$ cat src/hdl/cmup_pkg.sv
package cmup_pkg;

    // Field widths
    localparam int COMP_BITS  = 16;
    localparam int COORD_BITS = 16;

    // Face coordinate of the cube face center, and the saturation code
    localparam logic [COORD_BITS-1:0] CENTRE    = {1'b1, {(COORD_BITS-1){1'b0}}};
    localparam logic [COORD_BITS-1:0] COORD_TOP = {COORD_BITS{1'b1}};

    // Stages: one front stage, one stage per quotient bit, one output stage
    localparam int DIV_STAGES = COORD_BITS;

    // Input item
    typedef struct packed {
        logic signed [COMP_BITS-1:0] vec_x;
        logic signed [COMP_BITS-1:0] vec_y;
        logic signed [COMP_BITS-1:0] vec_z;
    } vec_t;

    // Result item
    typedef struct packed {
        logic [COORD_BITS-1:0] tex_u;
        logic [COORD_BITS-1:0] tex_v;
        logic                  zero_vector;
    } tex_t;

    // Divider pipeline stage contents
    typedef struct packed {
        logic [COMP_BITS-1:0]  den;
        logic [COMP_BITS-1:0]  rem_u;
        logic [COMP_BITS-1:0]  rem_v;
        logic [COORD_BITS-1:0] quo_u;
        logic [COORD_BITS-1:0] quo_v;
        logic                  neg_u;
        logic                  neg_v;
        logic                  zero;
    } div_t;

endpackage

$ cat src/hdl/cube_map_uv_projection_top.sv
// Cube map face coordinate projection.
//
// Input channel vec (vec_valid/vec_ready) carries one direction vector of
// three signed components. Output channel tex (tex_valid/tex_ready) returns
// one result per vector: the two face coordinates, 32768 at the face center
// and saturated at the top code, plus a flag for an all-zero vector, which
// maps to the center.
//
// One stage picks the dominant axis and the two numerators, one stage per
// quotient bit runs a restoring division step for both coordinates, and the
// output stage maps the quotients onto the coordinate range. One vector per
// cycle is sustained while the receiver keeps tex_ready high.
//
// Reset clears every stage valid bit; the pipeline comes up empty and ready.
// When the receiver holds tex_ready low, the result waits in the output
// register, and earlier stages keep advancing into empty slots; input is
// refused only once every stage holds an item.
module cube_map_uv_projection_top (
    input  logic             clk,
    input  logic             rst_n,
    input  logic             vec_valid,
    output logic             vec_ready,
    input  cmup_pkg::vec_t   vec,
    output logic             tex_valid,
    input  logic             tex_ready,
    output cmup_pkg::tex_t   tex
);

    localparam int LAST = cmup_pkg::DIV_STAGES;

    cmup_pkg::div_t stage_reg [0:LAST];
    logic           valid_reg [0:LAST];
    cmup_pkg::div_t front_next;
    cmup_pkg::tex_t out_reg;
    cmup_pkg::tex_t out_next;
    logic           out_valid_reg;
    logic           adv [0:LAST+1];

    // One restoring division step on both coordinates
    function automatic cmup_pkg::div_t div_step(cmup_pkg::div_t s, logic first);
        cmup_pkg::div_t        r;
        logic [cmup_pkg::COMP_BITS-1:0] tu;
        logic [cmup_pkg::COMP_BITS-1:0] tv;
        logic                  bu;
        logic                  bv;
        r  = s;
        tu = first ? s.rem_u : {s.rem_u[cmup_pkg::COMP_BITS-2:0], 1'b0};
        tv = first ? s.rem_v : {s.rem_v[cmup_pkg::COMP_BITS-2:0], 1'b0};
        bu = (tu >= s.den);
        bv = (tv >= s.den);
        r.rem_u = bu ? (tu - s.den) : tu;
        r.rem_v = bv ? (tv - s.den) : tv;
        r.quo_u = {s.quo_u[cmup_pkg::COORD_BITS-2:0], bu};
        r.quo_v = {s.quo_v[cmup_pkg::COORD_BITS-2:0], bv};
        return r;
    endfunction

    // Map a signed quotient onto the coordinate range, saturating at the top
    function automatic logic [cmup_pkg::COORD_BITS-1:0] to_coord(
        logic [cmup_pkg::COORD_BITS-1:0] q, logic neg);
        logic [cmup_pkg::COORD_BITS:0] sum;
        sum = neg ? ({1'b0, cmup_pkg::CENTRE} - {1'b0, q})
                  : ({1'b0, cmup_pkg::CENTRE} + {1'b0, q});
        return sum[cmup_pkg::COORD_BITS] ? cmup_pkg::COORD_TOP
                                         : sum[cmup_pkg::COORD_BITS-1:0];
    endfunction

    // Advance a stage when it is empty or the one after it advances
    always_comb
    begin
        adv[LAST+1] = !out_valid_reg || tex_ready;
        for (int i = LAST; i >= 0; i--)
        begin
            adv[i] = !valid_reg[i] || adv[i+1];
        end
    end

    assign vec_ready = adv[0];

    // Front stage: magnitudes, dominant axis, numerators and their signs
    always_comb
    begin
        logic                          xn;
        logic                          yn;
        logic                          zn;
        logic [cmup_pkg::COMP_BITS-1:0] ax;
        logic [cmup_pkg::COMP_BITS-1:0] ay;
        logic [cmup_pkg::COMP_BITS-1:0] az;
        xn = vec.vec_x[cmup_pkg::COMP_BITS-1];
        yn = vec.vec_y[cmup_pkg::COMP_BITS-1];
        zn = vec.vec_z[cmup_pkg::COMP_BITS-1];
        ax = xn ? (~vec.vec_x + 1'b1) : vec.vec_x;
        ay = yn ? (~vec.vec_y + 1'b1) : vec.vec_y;
        az = zn ? (~vec.vec_z + 1'b1) : vec.vec_z;
        front_next       = '0;
        front_next.zero  = (ax == '0) && (ay == '0) && (az == '0);
        priority if (ax >= ay && ax >= az)
        begin
            front_next.den   = ax;
            front_next.rem_u = az;
            front_next.neg_u = ~(xn ^ zn);
            front_next.rem_v = ay;
            front_next.neg_v = yn;
        end
        else if (ay >= az)
        begin
            front_next.den   = ay;
            front_next.rem_u = ax;
            front_next.neg_u = xn;
            front_next.rem_v = az;
            front_next.neg_v = ~(yn ^ zn);
        end
        else
        begin
            front_next.den   = az;
            front_next.rem_u = ax;
            front_next.neg_u = xn ^ zn;
            front_next.rem_v = ay;
            front_next.neg_v = yn;
        end
    end

    // Output mapping
    always_comb
    begin
        out_next.zero_vector = stage_reg[LAST].zero;
        if (stage_reg[LAST].zero)
        begin
            out_next.tex_u = cmup_pkg::CENTRE;
            out_next.tex_v = cmup_pkg::CENTRE;
        end
        else
        begin
            out_next.tex_u = to_coord(stage_reg[LAST].quo_u, stage_reg[LAST].neg_u);
            out_next.tex_v = to_coord(stage_reg[LAST].quo_v, stage_reg[LAST].neg_v);
        end
    end

    // Stage valid bits
    always_ff @(posedge clk or negedge rst_n)
    begin
        if (!rst_n)
        begin
            for (int i = 0; i <= LAST; i++)
            begin
                valid_reg[i] <= 1'b0;
            end
            out_valid_reg <= 1'b0;
        end
        else
        begin
            if (adv[0])
            begin
                valid_reg[0] <= vec_valid;
            end
            for (int i = 1; i <= LAST; i++)
            begin
                if (adv[i])
                begin
                    valid_reg[i] <= valid_reg[i-1];
                end
            end
            if (adv[LAST+1])
            begin
                out_valid_reg <= valid_reg[LAST];
            end
        end
    end

    // Stage payloads: load on a transfer into the stage
    always_ff @(posedge clk)
    begin
        if (adv[0] && vec_valid)
        begin
            stage_reg[0] <= front_next;
        end
        for (int i = 1; i <= LAST; i++)
        begin
            if (adv[i] && valid_reg[i-1])
            begin
                stage_reg[i] <= div_step(stage_reg[i-1], i == 1);
            end
        end
        if (adv[LAST+1] && valid_reg[LAST])
        begin
            out_reg <= out_next;
        end
    end

    assign tex_valid = out_valid_reg;
    assign tex       = out_reg;

    // A zero vector always leaves at the face center
    assert property (@(posedge clk) disable iff (!rst_n)
        tex_valid && tex.zero_vector |->
            tex.tex_u == cmup_pkg::CENTRE && tex.tex_v == cmup_pkg::CENTRE)
        else $error("zero vector result is not the face center");

    // Quotients never exceed one whole
    assert property (@(posedge clk) disable iff (!rst_n)
        valid_reg[LAST] && !stage_reg[LAST].zero |->
            stage_reg[LAST].quo_u <= cmup_pkg::CENTRE &&
            stage_reg[LAST].quo_v <= cmup_pkg::CENTRE)
        else $error("quotient out of range");

    // Remainders stay below the divisor after the division steps
    assert property (@(posedge clk) disable iff (!rst_n)
        valid_reg[LAST] && !stage_reg[LAST].zero |->
            stage_reg[LAST].rem_u < stage_reg[LAST].den &&
            stage_reg[LAST].rem_v < stage_reg[LAST].den)
        else $error("division remainder not below divisor");

    // A nonzero vector has a nonzero divisor
    assert property (@(posedge clk) disable iff (!rst_n)
        valid_reg[0] && !stage_reg[0].zero |-> stage_reg[0].den != '0)
        else $error("zero divisor for a nonzero vector");

endmodule

$ cat config.mk
export PLATFORM = sky130hd
export DESIGN_NAME = cube_map_uv_projection_top
export DESIGN_NICKNAME = d
export VERILOG_FILES = /design/src/hdl/cmup_pkg.sv /design/src/hdl/cube_map_uv_projection_top.sv
export SDC_FILE = /design/constraint.sdc
export NUM_CORES = 2
export LEC_CHECK = 0
export ABC_AREA = 1
export ABC_CLOCK_PERIOD_IN_PS = 12900
export BUFFER_PORTS_ARGS = -buffer_cell sky130_fd_sc_hd__buf_2
export CORE_MARGIN = 4
export CORE_UTILIZATION = 30
export DETAILED_ROUTE_END_ITERATION = 16
export MAX_ROUTING_LAYER = met4
export SYNTH_ARGS = -nofsm -noshare
export SYNTH_HDL_FRONTEND = slang
export SYNTH_SLANG_ARGS = --single-unit
$ cat constraint.sdc
create_clock -name clk -period 12.9 [get_ports clk]
set_clock_uncertainty 0.15 [all_clocks]
set_input_delay 1.935 -clock clk [delete_from_list [all_inputs] [get_ports clk]]
set_output_delay 1.935 -clock clk [all_outputs]
set_load 0.005 [all_outputs]
[Word-level counts from Yosys, hierarchy flattened]
Memory sizes are Yosys's and may differ from the RTL's.
Index checks and enable logic that the tools add are counted.
Word-level totals
  register bits: 51
  memory bits (writable): 1411
  output and inout port bits: 35
  memories kept: 1
Operators by class
  add/subtract/negate cells: 39
  $lt $le $gt $ge: 35
  muxes and demuxes: 77
  bitwise operators: 7
  reductions and logical operators: 62
Memory list
  stage_reg: words 17, width 83, read ports 17, clocked after Yosys merged registers in 0, wr ports 17, line cube_map_uv_projection_top.sv:31  | cmup_pkg::div_t stage_reg [0:LAST];
Operators by type and width (count)
  $ge 16x16->1: 35
  $mux 16: 35
  $sub 16x16->16: 32
  $mux 48: 2
  $add 16x1->16 const B: 3
  $logic_not 16->1: 3
  $not 16->16: 3
  $add 16x16->17 const A: 2
  $mux 1: 34
  $mux 17: 2
  $sub 16x16->17 const A: 2
  $mux 15: 2
  $logic_and 1x1->1: 21
  $logic_not 1->1: 18
  $logic_or 1x1->1: 18
  $mux 2: 2
  $reduce_or 2->1: 2
  $not 1->1: 2
  $xor 1x1->1: 2

[Logic depth before layout (Yosys ltp)]
  depth in word-level cells: 22
  mapped depth: 25

[Least setup slack after synthesis]
No wires, ideal clock.
  kind: input port to flip-flop
  start point: in tex_ready
  end point: mem stage_reg[0][1079] (netlist name), enable pin
  arrival: 5863 ps
  setup slack: 6354 ps
  stages on the path: 6
  cells stage by stage: inv_2 > nand3_2 > nor2_4 > inv_1 > nor2_1 > a21oi_1
RTL lines
  from (decl): line cube_map_uv_projection_top.sv:25  | input logic tex_ready,
  to (decl): line cube_map_uv_projection_top.sv:31

[Worst setup path in the final report]
  start point: in tex_ready
  end point: out vec_ready
Between the ends
  longest elaborated chain between the ends: 18
RTL lines
  $logic_or 1x1->1: line cube_map_uv_projection_top.sv:71  | adv[LAST+1] = !out_valid_reg || tex_ready;
  $logic_or 1x1->1 (17 in series): line cube_map_uv_projection_top.sv:74  | adv[i] = !valid_reg[i] || adv[i+1];
  to (decl): line cube_map_uv_projection_top.sv:22  | output logic vec_ready,
No other way between the ends.

==> out/results.ini <==
[layout]
largest_register_ffs=1061
layout.area.seq_um2=33300
finalCoreUtilization_pct=33.9
area_of_combinational_cells_with_multiple_inputs_um2=28400
final_layout_size_suffix_gt1_share_pct=11.4
nNetsFinal=7242
fill_cells=21600
synthToLayoutAreaGrowth_pct=12.1

[timing]
slew-limit-headroom_pct=27.0
fmaxAchievable_mhz=174
final_period_minus_worst_setup_slack_ps=5740
final-hold-violation-count=0
totalNegativeSetupSlack_ps=0
final-setup-viol-count=0
worstMarginPinSlew_ps=1090
final_report_max_slew_violation_count=0
rsz0062_at_grt=false
setup_slack_ps=7160
final_min_period_over_clock_period_pct=44.5

[clocking]
worst_skew_pair.late_latency_ps=780
post_cts_setup_repair_buffer_count=0
ctsLongestPathBuffers=3
ctsResizeCount=0
cts_hold_buf=0
clk_pin_slew_worst_paths_ps=60
numCtsBuffers=130
h-tree-depth=4
ctsRootBufferMaster=clkbuf_16
clock_sink_count=1112
cts_tree=built

[routing]
drc=0
route.antenna.remaining_nets=0
vias=44600
drt_wl_total_um=163000
post_drt_wl_per_cell_um=17.1
firstDrtPassIters=6
initialDrtViolationCount=2695
routed_via_density=4.67

[global_routing]
first_global_vias=44700
pin_count_of_the_biggest_net_entering_global_routing=73
global_route.usage.total_pct=14.8
grt_pass1_wl_um=254000
global_route.overflow_total=0
antenna_found_initial=6

[setup_path]
crit_type=input pin to primary output
crit_fanout=4
setup.worst_path.end_class=primary output
crit_path_dat_ps=3660
startpoint_type=input pin
critical_path_required_ps=10810

[synth]
ys_types=59
synth_ff_type=edfxtp_1
synthMostInstantiatedCell=nand2_1
syn_inst=6444
portion_of_synthesized_cell_area_occupied_by_the_leading_cell_type_pct=50.4
post-synth-top-area-cell=edfxtp_1
post_synth_main_area_contributors=edfxtp_1 50%, ha_1 11%, nand2_1 8.1%, inv_1 4.1%, a21oi_1 3.6%
postSynthNetCount=7089
syn-mean-instance-area_um2=10.1
post_synth_arst_share_pct=1.62
synth.cell_area_um2=65200
synth_seq_area_share_pct=51.1
yosys_synthesis_warning_count=0
synth_enable_flop_cells=1094
synth.ff_latch_count=1112
post_synth_most_frequent_cells=1,410 x nand2_1, 1,094 x edfxtp_1, 704 x inv_1, 563 x ha_1, 472 x a21oi_1

[placement]
port-buffer-count=86
place_ws_ps=6780
gp_congestion=0.886
dpl.hpwl_um=131000

[hold_path]
min-delay-path-class=flop to flop

[die]
starting_utilization_of_the_core_area_pct=30.3
std_cell_rows=170
floorplan_core_area_um2=215000
chipHeight_um=474
die_w_um=474
dieArea_um2=225000
boundaryPins=87

[flow_run]
maxCapViolCount=0

[status]
run_status=completed

[worst paths after layout]
| path | slack, ps | end | startpoint | depth (start not counted) |
|---|---|---|---|---|
| min reg2reg | 260 | stage_reg[0][186] | stage_reg[0][102] | 0 |
| min | 260 | stage_reg[0][186] | stage_reg[0][102] | 0 |
| max in group asynchronous | 11170 | valid_reg[1] | rst_n | 1 |
| max reg2reg | 9620 | stage_reg[0][459] | stage_reg[0][409] | 10 |
| min in group asynchronous | 1020 | valid_reg[15] | rst_n | 1 |
| max | 7160 | vec_ready | tex_ready | 12 |
[kinds of logic (layout without fill, tap and decap cells)]
logic type	after synthesis	after routing	share of synthesized area (%)
AND/OR/NAND/NOR	2233	2233	15.3
buffers and inverters	838	1093	5.40
AO/OA/AOI/OAI	1300	1300	11.5
flip-flops	1112	1112	51.1
adder cells (fa/ha/maj)	593	593	11.7
XOR/XNOR	368	368	5.00
other	0	2	0
[placed cells by master, fill, tap and decap left out, drive strengths merged, types with 18 or more instances in the layout]
| cell type | instances |
|---|---|
| dfrtp | 18 |
| nand3 | 213 |
| a21o | 30 |
| clkinv | 53 |
| a31oi | 23 |
| clkbuf | 156 |
| xor2 | 215 |
| edfxtp | 1094 |
| fa | 30 |
| nor3 | 101 |
| xnor2 | 153 |
| or2 | 66 |
| o21ai | 641 |
| nand4 | 24 |
| buf | 105 |
| nand2 | 1520 |
| a21boi | 33 |
| nor2 | 284 |
| o31ai | 34 |
| inv | 762 |
| o21bai | 34 |
| ha | 563 |
| a21oi | 476 |
[critical path, cell delays in order]
cell     delay [ps]
buf_2           100
inv_2            80
nand3_2         150
nor2_4          230
nand4_4         140
nor2_4          140
nand4_4         110
nor2_4          190
nand4_4         120
nor2_4          150
nand4_4         140
buf_2           170
[final cells by class]
| class | instances | share of cell area, % |
|---|---|---|
| multi-input combinational | 4494 | 38.9 |
| clock inverter | 78 | 1.25 |
| clock buffer | 156 | 4.66 |
| antenna | 2 | 0.00685 |
| inverter | 754 | 3.93 |
| timing repair buffer | 105 | 0.785 |
| tap | 2838 | 4.86 |
| sequential | 1112 | 45.6 |
[stage by stage]
stage               cells  hold slack [ps]  area (um^2)
floorplan            6444              250        65200
global placement     9303              250        68700
detailed placement   9303              255        68700
CTS                  9537              249        73000
global route         9539              261        73000
finish               9539              255        73000
[per-layer routing]
metal	global-route usage, %	vias to the layer above	part of all wire [%]
li1	-	22500	-
met1	17.9	21000	44
met2	25.9	714	50
met3	1.77	268	2.9
met4	4.62	0	3.0
met5	-	-	0
Power is left out: the tool's default activity adds up to more than one toggle a clock period on the data nets, which glitch-free logic cannot reach.
